[src/hw/rtl/spq_pkg.sv]
// Shared types and constants for the stable priority queue.
// Used by spq_cell, spq_out_buf and stable_priority_queue; no dependencies.
package spq_pkg;

  localparam int DEPTH         = 16;
  localparam int PAYLOAD_BITS  = 32;
  localparam int PRIORITY_BITS = 16;
  localparam int POS_BITS      = 4;
  localparam int CNT_W         = $clog2(DEPTH + 1);

  localparam int IN_DATA_W  = 56;  // payload, priority, position, zero fill
  localparam int OUT_DATA_W = 56;  // read_payload, read_priority, count, zero fill

  typedef enum logic [1:0] {
    KIND_INSERT = 2'd0,
    KIND_REMOVE = 2'd1,
    KIND_READ   = 2'd2,
    KIND_NOP    = 2'd3
  } kind_t;

  typedef enum logic [1:0] {
    ST_OK    = 2'd0,
    ST_FULL  = 2'd1,
    ST_EMPTY = 2'd2,
    ST_RANGE = 2'd3
  } status_t;

  typedef enum logic [1:0] {
    CELL_HOLD,
    CELL_INSERT,
    CELL_SHIFT_UP
  } cell_op_t;

  typedef struct packed {
    logic [PAYLOAD_BITS-1:0]  payload;
    logic [PRIORITY_BITS-1:0] priority_val;
  } entry_t;

  // broadcast to every cell of the chain
  typedef struct packed {
    cell_op_t op;
    entry_t   new_entry;
  } cell_ctrl_t;

  typedef struct packed {
    status_t                  status;
    logic [PAYLOAD_BITS-1:0]  read_payload;
    logic [PRIORITY_BITS-1:0] read_priority;
    logic [CNT_W-1:0]         count;
  } result_t;

endpackage

[src/hw/rtl/spq_cell.sv]
// One slot of the sorted chain: holds an entry, loads the new entry,
// or takes a neighbor's entry. Depends on spq_pkg.
module spq_cell (
  input  logic                clk,
  input  spq_pkg::cell_ctrl_t ctrl,
  input  logic                occ,        // slot lies below the count
  input  logic                prev_keep,  // left neighbor holds on insert
  input  spq_pkg::entry_t     prev_entry,
  input  spq_pkg::entry_t     next_entry,
  output spq_pkg::entry_t     entry,
  output logic                keep
);

  spq_pkg::entry_t entry_next;

  // stored entries with priority >= new one stay ahead of it (FIFO ties)
  assign keep = occ && ($signed(entry.priority_val) >= $signed(ctrl.new_entry.priority_val));

  always_comb begin
    entry_next = entry;
    case (ctrl.op)
      spq_pkg::CELL_INSERT: begin
        if (!keep) begin
          entry_next = prev_keep ? ctrl.new_entry : prev_entry;
        end
      end
      spq_pkg::CELL_SHIFT_UP: begin
        entry_next = next_entry;
      end
      default: begin
        entry_next = entry;
      end
    endcase
  end

  always_ff @(posedge clk) begin
    entry <= entry_next;
  end

endmodule

[src/hw/rtl/spq_out_buf.sv]
// Result register with a skid slot, so a stalled result does not block
// the input side for the first extra word. Depends on spq_pkg.
module spq_out_buf (
  input  logic             clk,
  input  logic             rst,
  input  logic             in_valid,
  output logic             in_ready,
  input  spq_pkg::result_t in_word,
  output logic             out_valid,
  input  logic             out_ready,
  output spq_pkg::result_t out_word
);

  logic             skid_valid;
  spq_pkg::result_t skid_word;
  logic             out_free;

  assign in_ready = !skid_valid;
  assign out_free = !out_valid || out_ready;

  always_ff @(posedge clk) begin
    if (rst) begin
      out_valid  <= 1'b0;
      skid_valid <= 1'b0;
    end else if (out_free) begin
      if (skid_valid) begin
        out_valid  <= 1'b1;
        skid_valid <= 1'b0;
      end else begin
        out_valid <= in_valid;
      end
    end else if (in_valid && !skid_valid) begin
      skid_valid <= 1'b1;
    end
  end

  always_ff @(posedge clk) begin
    if (out_free) begin
      out_word <= skid_valid ? skid_word : in_word;
    end else if (in_valid && !skid_valid) begin
      skid_word <= in_word;
    end
  end

  a_skid_needs_out: assert property (@(posedge clk) disable iff (rst)
    skid_valid |-> out_valid) else $error("skid word without output word");

  a_stall_holds: assert property (@(posedge clk) disable iff (rst)
    out_valid && !out_ready |=> out_valid && $stable(out_word))
    else $error("stalled output word changed");

endmodule

[src/hw/rtl/stable_priority_queue.sv]
// Stable priority queue: a chain of DEPTH cells kept sorted by priority.
// An accepted word's result is registered into the output register, or into the skid slot while the output stalls.
// Throughput: one word per cycle while s_tready is high; every cell compares and shifts in the same cycle.
// A stalled output holds one further word in a skid slot, then s_tready drops.
// Reset (rst, synchronous) clears the count and the output buffer; cell contents
// are not cleared, as only slots below the count are ever read.
module stable_priority_queue (
  input  logic                               clk,
  input  logic                               rst,
  input  logic                               s_tvalid,
  output logic                               s_tready,
  input  logic [spq_pkg::IN_DATA_W-1:0]      s_tdata,  // payload, priority_req, position
  input  logic [1:0]                         s_tuser,  // kind
  output logic                               m_tvalid,
  input  logic                               m_tready,
  output logic [spq_pkg::OUT_DATA_W-1:0]     m_tdata,  // read_payload, read_priority, count
  output logic [1:0]                         m_tuser   // status
);

  localparam int PRI_LO = spq_pkg::PAYLOAD_BITS;
  localparam int POS_LO = PRI_LO + spq_pkg::PRIORITY_BITS;
  localparam int CNT_LO = spq_pkg::PAYLOAD_BITS + spq_pkg::PRIORITY_BITS;

  logic [spq_pkg::CNT_W-1:0]    count;
  logic [spq_pkg::CNT_W-1:0]    count_next;
  logic                         accept;
  spq_pkg::kind_t               kind;
  logic [spq_pkg::POS_BITS-1:0] position;
  logic                         is_full;
  logic                         is_empty;
  spq_pkg::cell_ctrl_t          ctrl;
  spq_pkg::result_t             result;
  spq_pkg::result_t             out_word;
  spq_pkg::entry_t              cell_entry [spq_pkg::DEPTH];
  logic [spq_pkg::DEPTH-1:0]    cell_keep;
  logic [spq_pkg::DEPTH-1:0]    cell_occ;
  spq_pkg::entry_t              rd_entry;

  assign kind     = spq_pkg::kind_t'(s_tuser);
  assign position = s_tdata[POS_LO +: spq_pkg::POS_BITS];
  assign accept   = s_tvalid && s_tready;
  assign is_full  = (count == spq_pkg::CNT_W'(spq_pkg::DEPTH));
  assign is_empty = (count == '0);

  // read mux over the chain
  always_comb begin
    rd_entry = '0;
    for (int i = 0; i < spq_pkg::DEPTH; i++) begin
      if ({{(32 - spq_pkg::POS_BITS){1'b0}}, position} == 32'(i)) begin
        rd_entry = cell_entry[i];
      end
    end
  end

  always_comb begin
    ctrl.new_entry.payload      = s_tdata[spq_pkg::PAYLOAD_BITS-1:0];
    ctrl.new_entry.priority_val = s_tdata[PRI_LO +: spq_pkg::PRIORITY_BITS];
    ctrl.op              = spq_pkg::CELL_HOLD;
    count_next           = count;
    result.status        = spq_pkg::ST_OK;
    result.read_payload  = '0;
    result.read_priority = '0;
    case (kind)
      spq_pkg::KIND_INSERT: begin
        if (is_full) begin
          result.status = spq_pkg::ST_FULL;
        end else begin
          ctrl.op    = accept ? spq_pkg::CELL_INSERT : spq_pkg::CELL_HOLD;
          count_next = count + 1'b1;
        end
      end
      spq_pkg::KIND_REMOVE: begin
        if (is_empty) begin
          result.status = spq_pkg::ST_EMPTY;
        end else begin
          ctrl.op    = accept ? spq_pkg::CELL_SHIFT_UP : spq_pkg::CELL_HOLD;
          count_next = count - 1'b1;
        end
      end
      spq_pkg::KIND_READ: begin
        if (is_empty) begin
          result.status = spq_pkg::ST_EMPTY;
        end else if ({{(spq_pkg::CNT_W - spq_pkg::POS_BITS){1'b0}}, position} >= count
                     || 32'(position) >= 32'(spq_pkg::DEPTH)) begin
          result.status = spq_pkg::ST_RANGE;
        end else begin
          result.read_payload  = rd_entry.payload;
          result.read_priority = rd_entry.priority_val;
        end
      end
      default: begin
        result.status = spq_pkg::ST_OK;
      end
    endcase
    result.count = count_next;
  end

  always_ff @(posedge clk) begin
    if (rst) begin
      count <= '0;
    end else if (accept) begin
      count <= count_next;
    end
  end

  for (genvar g = 0; g < spq_pkg::DEPTH; g++) begin : g_cell
    localparam int PREV = (g == 0) ? 0 : g - 1;
    localparam int NEXT = (g == spq_pkg::DEPTH - 1) ? g : g + 1;

    assign cell_occ[g] = (32'(count) > 32'(g));

    spq_cell u_cell (
      .clk        (clk),
      .ctrl       (ctrl),
      .occ        (cell_occ[g]),
      .prev_keep  ((g == 0) ? 1'b1 : cell_keep[PREV]),
      .prev_entry (cell_entry[PREV]),
      .next_entry (cell_entry[NEXT]),
      .entry      (cell_entry[g]),
      .keep       (cell_keep[g])
    );
  end

  spq_out_buf u_out_buf (
    .clk       (clk),
    .rst       (rst),
    .in_valid  (accept),
    .in_ready  (s_tready),
    .in_word   (result),
    .out_valid (m_tvalid),
    .out_ready (m_tready),
    .out_word  (out_word)
  );

  assign m_tuser = out_word.status;
  assign m_tdata = {{(spq_pkg::OUT_DATA_W - CNT_LO - spq_pkg::CNT_W){1'b0}},
                    out_word.count, out_word.read_priority, out_word.read_payload};

  a_count_bound: assert property (@(posedge clk) disable iff (rst)
    32'(count) <= 32'(spq_pkg::DEPTH)) else $error("count above depth");

  a_insert_grows: assert property (@(posedge clk) disable iff (rst)
    accept && kind == spq_pkg::KIND_INSERT && result.status == spq_pkg::ST_OK
    |=> count == $past(count) + 1'b1) else $error("insert did not grow count");

  a_full_only_at_depth: assert property (@(posedge clk) disable iff (rst)
    accept && result.status == spq_pkg::ST_FULL |-> is_full && kind == spq_pkg::KIND_INSERT)
    else $error("full status on a queue with room");

  a_head_sorted: assert property (@(posedge clk) disable iff (rst)
    cell_occ[1] |-> $signed(cell_entry[0].priority_val) >= $signed(cell_entry[1].priority_val))
    else $error("head out of order");

endmodule
[config.mk]
export PLATFORM = sky130hd
export DESIGN_NAME = stable_priority_queue
export DESIGN_NICKNAME = d
export VERILOG_FILES = /design/src/hw/rtl/spq_pkg.sv /design/src/hw/rtl/spq_cell.sv /design/src/hw/rtl/spq_out_buf.sv /design/src/hw/rtl/stable_priority_queue.sv
export SDC_FILE = /design/constraint.sdc
export NUM_CORES = 2
export LEC_CHECK = 0
export ABC_AREA = 1
export BUFFER_PORTS_ARGS = -buffer_cell sky130_fd_sc_hd__buf_2
export CAP_MARGIN = 20
export CORE_MARGIN = 2
export CORE_UTILIZATION = 30
export DETAILED_ROUTE_END_ITERATION = 8
export GPL_TIMING_DRIVEN = 1
export SKIP_CTS_REPAIR_TIMING = 1
export SLEW_MARGIN = 20
export SYNTH_ARGS = -nofsm -noshare
export SYNTH_HDL_FRONTEND = slang
export SYNTH_SLANG_ARGS = --single-unit
[constraint.sdc]
create_clock -name clk -period 17.6 [get_ports clk]
set_input_delay 0.88 -clock clk [delete_from_list [all_inputs] [get_ports clk]]
set_output_delay 0.88 -clock clk [all_outputs]
set_load 0.01 [all_outputs]
Yosys cells after proc, flatten, opt, wreduce, memory -nomap -nowiden
Cells that the tools add are included.
W data, S select, Z words.
Cells by class
  magnitude comparators: 33
  $add $sub $neg: 2
  bitwise operators: 2
  mux-type cells: 79
  equality and inequality tests: 35
  reductions and logical operators: 43
Operator list (number)
  $mux W48: 49
  $pmux W48 S2: 15
  $ge A16 B16 Y1: 16
  $mux W55: 1
  $gt A5 B4 Y1 const B: 8
  $reduce_and A2 Y1: 17
  $eq A4 B4 Y1 const B: 8
  $ne A2 B2 Y1 const B: 15
  $gt A5 B3 Y1 const B: 4
  $logic_and A1 B1 Y1: 18
  $eq A4 B3 Y1 const B: 4
  $gt A5 B1 Y1 const B: 2
  $gt A5 B2 Y1 const B: 2
  $mux W2: 5
  $mux W5: 2
  $pmux W5 S2: 1
  $eq A4 B2 Y1 const B: 2
  $pmux W2 S3: 1
  $add A5 B1 Y5 const B: 1
  $eq A5 B5 Y1 const B: 1
  $ge A4 B5 Y1: 1
  $logic_not A5 Y1: 1
  $sub A5 B1 Y5 const B: 1
  $eq A2 B1 Y1 const B: 2
  11 further kinds: 17
Storage, ports and cells
  logic and storage cells: 237
  output and inout port bits: 60
  bits in registers: 885
  bits of input ports: 62

Logic depth before layout (Yosys ltp)
  depth after elaboration: 21
  mapped depth: 19
  mapped depth without buffers: 16

Hierarchy
From an unflattened synthesis, not the netlist that was laid out.
Unflattened totals
  cell total of the unflattened synthesis: 7551
  area, all modules: 57410.1 um2
Modules (own cells, without submodules)
  spq_cell (g_cell[0].u_cell ...): cells an instance 346, area each 2861.5 um2, times used 11, seq. area each 1441.4 um2
  spq_cell (g_cell[5].u_cell ...): cells an instance 343, area each 2856.5 um2, times used 5, seq. area each 1441.4 um2
  stable_priority_queue: cells an instance 1730, area each 7569.8 um2, times used 1, seq. area each 100.1 um2
  spq_out_buf: cells an instance 300, area each 4081.4 um2, times used 1, seq. area each 3343.2 um2

Worst setup path after synthesis
OpenSTA, ideal clock, no wires.
  kind: in2reg
  start: in s_tdata[33] (netlist name)
  end: reg g_cell[4].u_cell.entry[0] (netlist name), enable pin
  data required time: 17080 ps
  library setup time: 520 ps
  setup slack: 10712 ps
  buffers on the path: 2
  data arrival time: 6368 ps
  cell stages on the path: 15
  cell sequence: inv_1 > clkbuf_1 > ha_1 > a21oi_1 > o21ai_0 > nand2_1 > o211ai_1 > nand2_1 > nand2_1 > nand2_1 > nand3_1 > nand2_1 > clkbuf_1 > inv_1 > o21ai_0
Between the ends
  longest elaborated chain between the ends: 4
Ends and longest elaborated chain
  start: declaration: line stable_priority_queue.sv:12  | input logic [spq_pkg::IN_DATA_W-1:0] s_tdata,
  $ge A16 B16 Y1: line spq_cell.sv:17  | assign keep = occ && ($signed(entry.priority_val) >= $signed(ctrl.new_entry.priority_val));
  $logic_and A1 B1 Y1: line spq_cell.sv:17
  $ne A2 B2 Y1 (no line)
  $reduce_and A2 Y1 (no line)
  end signal: assignment: line spq_cell.sv:37  | entry <= entry_next;
  end: declaration: line spq_cell.sv:10  | output spq_pkg::entry_t entry,
Every way passes these cells.
A chain may end at the register's enable or synchronous reset.

==> metrics.txt <==
Seq. cell area=roughly 0.027 mm^2; routed len/inst=18.89 um; Worst-path clk slew=0.07 ns; final setup vio count=0; fin cells=10.47k; P_leak=29.88 nW; core area=0.1954 mm^2; measured slew at the worst slew-check pin=roughly 1.2 ns; PwrDens=94.99 mW/mm^2; max-slew violations=0; DRC viols=0; relative slew slack=17.19%; syn_area_per_cell=approximately 7.4 um^2; WP data arrival=6.32 ns; CTS sink cnt=885; GPL Wtd Cong=between 0.8 and 0.9; Num CTS Buffers=94; area of the multi-input gates=~0.027 mm^2; Post-DP HPWL=around 130 mm; global-route wire length before repair=approximately 300 mm; met2 usage=between 30% and 40%; Detail Route Antenna Nets=0; vias in the first global route=~50k; H-Tree Depth=3; Area Growth Syn to Fin=9.589%; final count of hold timing violations=0; grt ovf=0; placed inst area=0.06181 mm^2; CTS Buffer Depth=3; post-synthesis cell area=a little under 0.06 mm^2; internal cell power=4.080 mW; initial core utilization=between 30 and 40%; Tot GR Track Use=roughly a fifth; initial antenna violation count=16; min cycle time layout=about 5.8 ns; die area=approximately 0.20 mm^2; Required @ worst endpoint=roughly 18 ns; nets=8089; CP startpoint kind=flip-flop; Yosys reg bits=885; RSZ-0062 raised after global routing=false; die width=447.9 um; status=complete, no violations; largest net degree at the start of global routing=244; register area share after synthesis=between 40 and 50%; Vias/cell=5.079; I/O pin total=122; f_max=approximately 170 MHz; critical path peak fanout=243; DRT Pass-1 Iters=8; Iter 0 DRT Violations=6230; GRT Max-Usage Layer=met2; clock root buffer=clkbuf_16; Setup TNS Final=0 ns; Buffers on Ports=114; WS Path Type=flip-flop to flip-flop; share of layout cells above drive strength 1=5.486%; yosys warns=0; maximum VDD drop=83.82 uV; Seq pwr share=43.9%; M1 GR Usage=27.16%; Gate Count Post-Synth=7982; Clk pwr share=32.7%; Sw Ratio=33.71%; post-route cell area=0.06479 mm^2; Routed WL=197.9 mm; Clock Skews=0.03341 ns; HP Class=input port to flip-flop; Gate power share=between 20% and 30%; Clock Latency Late Sink=0.73 ns; num rows=162; die height=447.9 um; CP Capture Type=flip-flop; Synth cell types=41; CTS tree=yes; grt met3 use=2.534%; Final Cycle Share=around a third; Layout fillers=20.74k; vias=roughly 53k; Max Cap Violations=0; dpl cells=about 10k; NetSw=2.075 mW
[layer usage]
metal,share of wire (%),routed length (um),vias to the layer above
met5,0.024,48,-
met2,45,88390,2339
met4,2.7,5264,8
met3,8.2,16160,303
li1,-,-,25859
met1,44,88020,24689
[area by class of cell]
cell class / instances / area share (%)
tap: 2624 / 5.067
clock inverter: 54 / 0.7377
multi-input combinational: 5636 / 41.94
clock buffer: 118 / 3.802
antenna: 12 / 0.04635
inverter: 935 / 5.428
timing repair buffer: 210 / 2.070
sequential: 885 / 40.91
[worst max-delay path, stage by stage, from the launching register on]
cell	delay, ns
dfxtp_1	0.36
inv_1	0.23
ha_1	0.22
inv_1	0.04
nor2_1	0.11
inv_1	0.07
nor2_1	0.23
nor2_1	0.14
inv_2	0.10
nor2_4	0.05
inv_8	0.49
buf_4	0.88
buf_4	0.93
buf_12	0.63
nand2_1	0.23
o22ai_1	0.17
[worst paths after layout]
check,from,to,slack [ns],cells past startpoint
max,count[1],g_cell[12].u_cell.entry[31],11.81,15
min,rst,u_out_buf.skid_valid,0.43,2
max reg2reg,count[1],g_cell[12].u_cell.entry[31],11.81,15
min reg2reg,g_cell[3].u_cell.entry[21],g_cell[2].u_cell.entry[21],0.52,2
[power by group through the flow]
stage | combinational [mW] | clock [mW] | sequential [mW]
2_1_floorplan | 0.973 | 0 | 2.72
3_3_place_gp | 1.39 | 0 | 2.73
3_5_place_dp | 1.42 | 0 | 2.74
4_1_cts | 1.43 | 2.05 | 2.70
5_1_grt | 1.61 | 2.11 | 2.72
6_report | 1.45 | 2.01 | 2.70
[placed cells by master (no fill, tap or decap), drive strengths merged]
cell type / instances
nand2: 2751
nand3: 1276
inv: 938
edfxtp: 878
nor2: 413
o21ai: 273
ha: 265
a21oi: 236
buf: 210
o22ai: 145
nand4: 132
clkbuf: 118
nor3: 41
clkinv: 40
and2: 28
o211ai: 15
diode: 12
o21a: 7
dfxtp: 7
nand3b: 6
bufinv: 6
o221ai: 5
nor4: 5
o21bai: 5
clkinvlp: 5
a21boi: 5
xor2: 4
or2: 4
a31oi: 4
o221a: 3
a21o: 3
conb: 3
a211oi: 2
o211a: 2
a22oi: 1
o31ai: 1
a31o: 1
[sequential cells by signal, indices dropped and copies added, names as in the netlist]
signal,count
u_out_buf.out_word,55
u_out_buf.out_valid,1
g_cell.u_cell.entry,768
u_out_buf.skid_word,55
count,5
u_out_buf.skid_valid,1
[Yosys cell counts]
cell      count  area, um^2
clkinv_1      1       3.750
o221a_2       3       33.78
nor2_4        1       11.26
nand4_1     132       825.8
and2_1       28       175.2
dfxtp_1       7       140.1
inv_2        16       60.06
nor2_2        9       56.30
a21boi_0      2       15.01
nand2_1    2751       10330
o31ai_1       1       7.510
a31o_2        1       8.760
buf_2       205        1026
o221ai_1      5       43.79
a21o_1        3       22.52
a211oi_1      2       15.01
clkbuf_1    286        1074
inv_1       918        3446
a22oi_1       1       7.510
nor4_1        5       31.28
o21bai_1      5       37.54
o21ai_1      35       175.2
nand3b_1      6       45.04
o211a_1       2       20.02
xor2_1        4       35.03
nand3_1    1276        6386
a21oi_1     236        1181
nor3_1       41       205.2
o211ai_1     15       112.6
o22ai_1     145       907.1
ha_1        265        3316
or2_2         4       25.02
o21ai_0     238        1191
buf_4        10       75.07
buf_1        27       101.4
nor2_1      403        1513
edfxtp_1    878       26370
a31oi_1       4       25.02
o21a_1        7       52.55
a21boi_1      3       22.52
conb_1        1       3.750
[cells by family (layout without fill, tap and decap cells)]
| group | after synthesis | after routing | synth area share [%] |
|---|---|---|---|
| xor gates and xnor gates | 4 | 4 | 0.05925 |
| AOI/OAI and AO/OA | 708 | 708 | 6.560 |
| DFF | 885 | 885 | 44.83 |
| adders and majority gates | 265 | 265 | 5.608 |
| and+or+nand+nor | 4656 | 4656 | 33.15 |
| buffers and inverters | 1463 | 1317 | 9.785 |
| other | 1 | 15 | 0.006343 |
[stage by stage]
| step | power, mW | setup WS [ns] | hold slack (ns) | utilization [%] |
|---|---|---|---|---|
| floorplan | 3.693 | 10.71 | 0.4945 | - |
| global placement | 4.123 | 12.11 | 0.5111 | 31.63 |
| detailed placement | 4.160 | 12.05 | 0.5105 | 31.63 |
| CTS | 6.170 | 12.07 | 0.3815 | 33.14 |
| global route | 6.439 | 11.57 | 0.4332 | 33.15 |
| finish | 6.155 | 11.81 | 0.4250 | 33.16 |
Note: power is estimated with default switching activity, not from simulation.
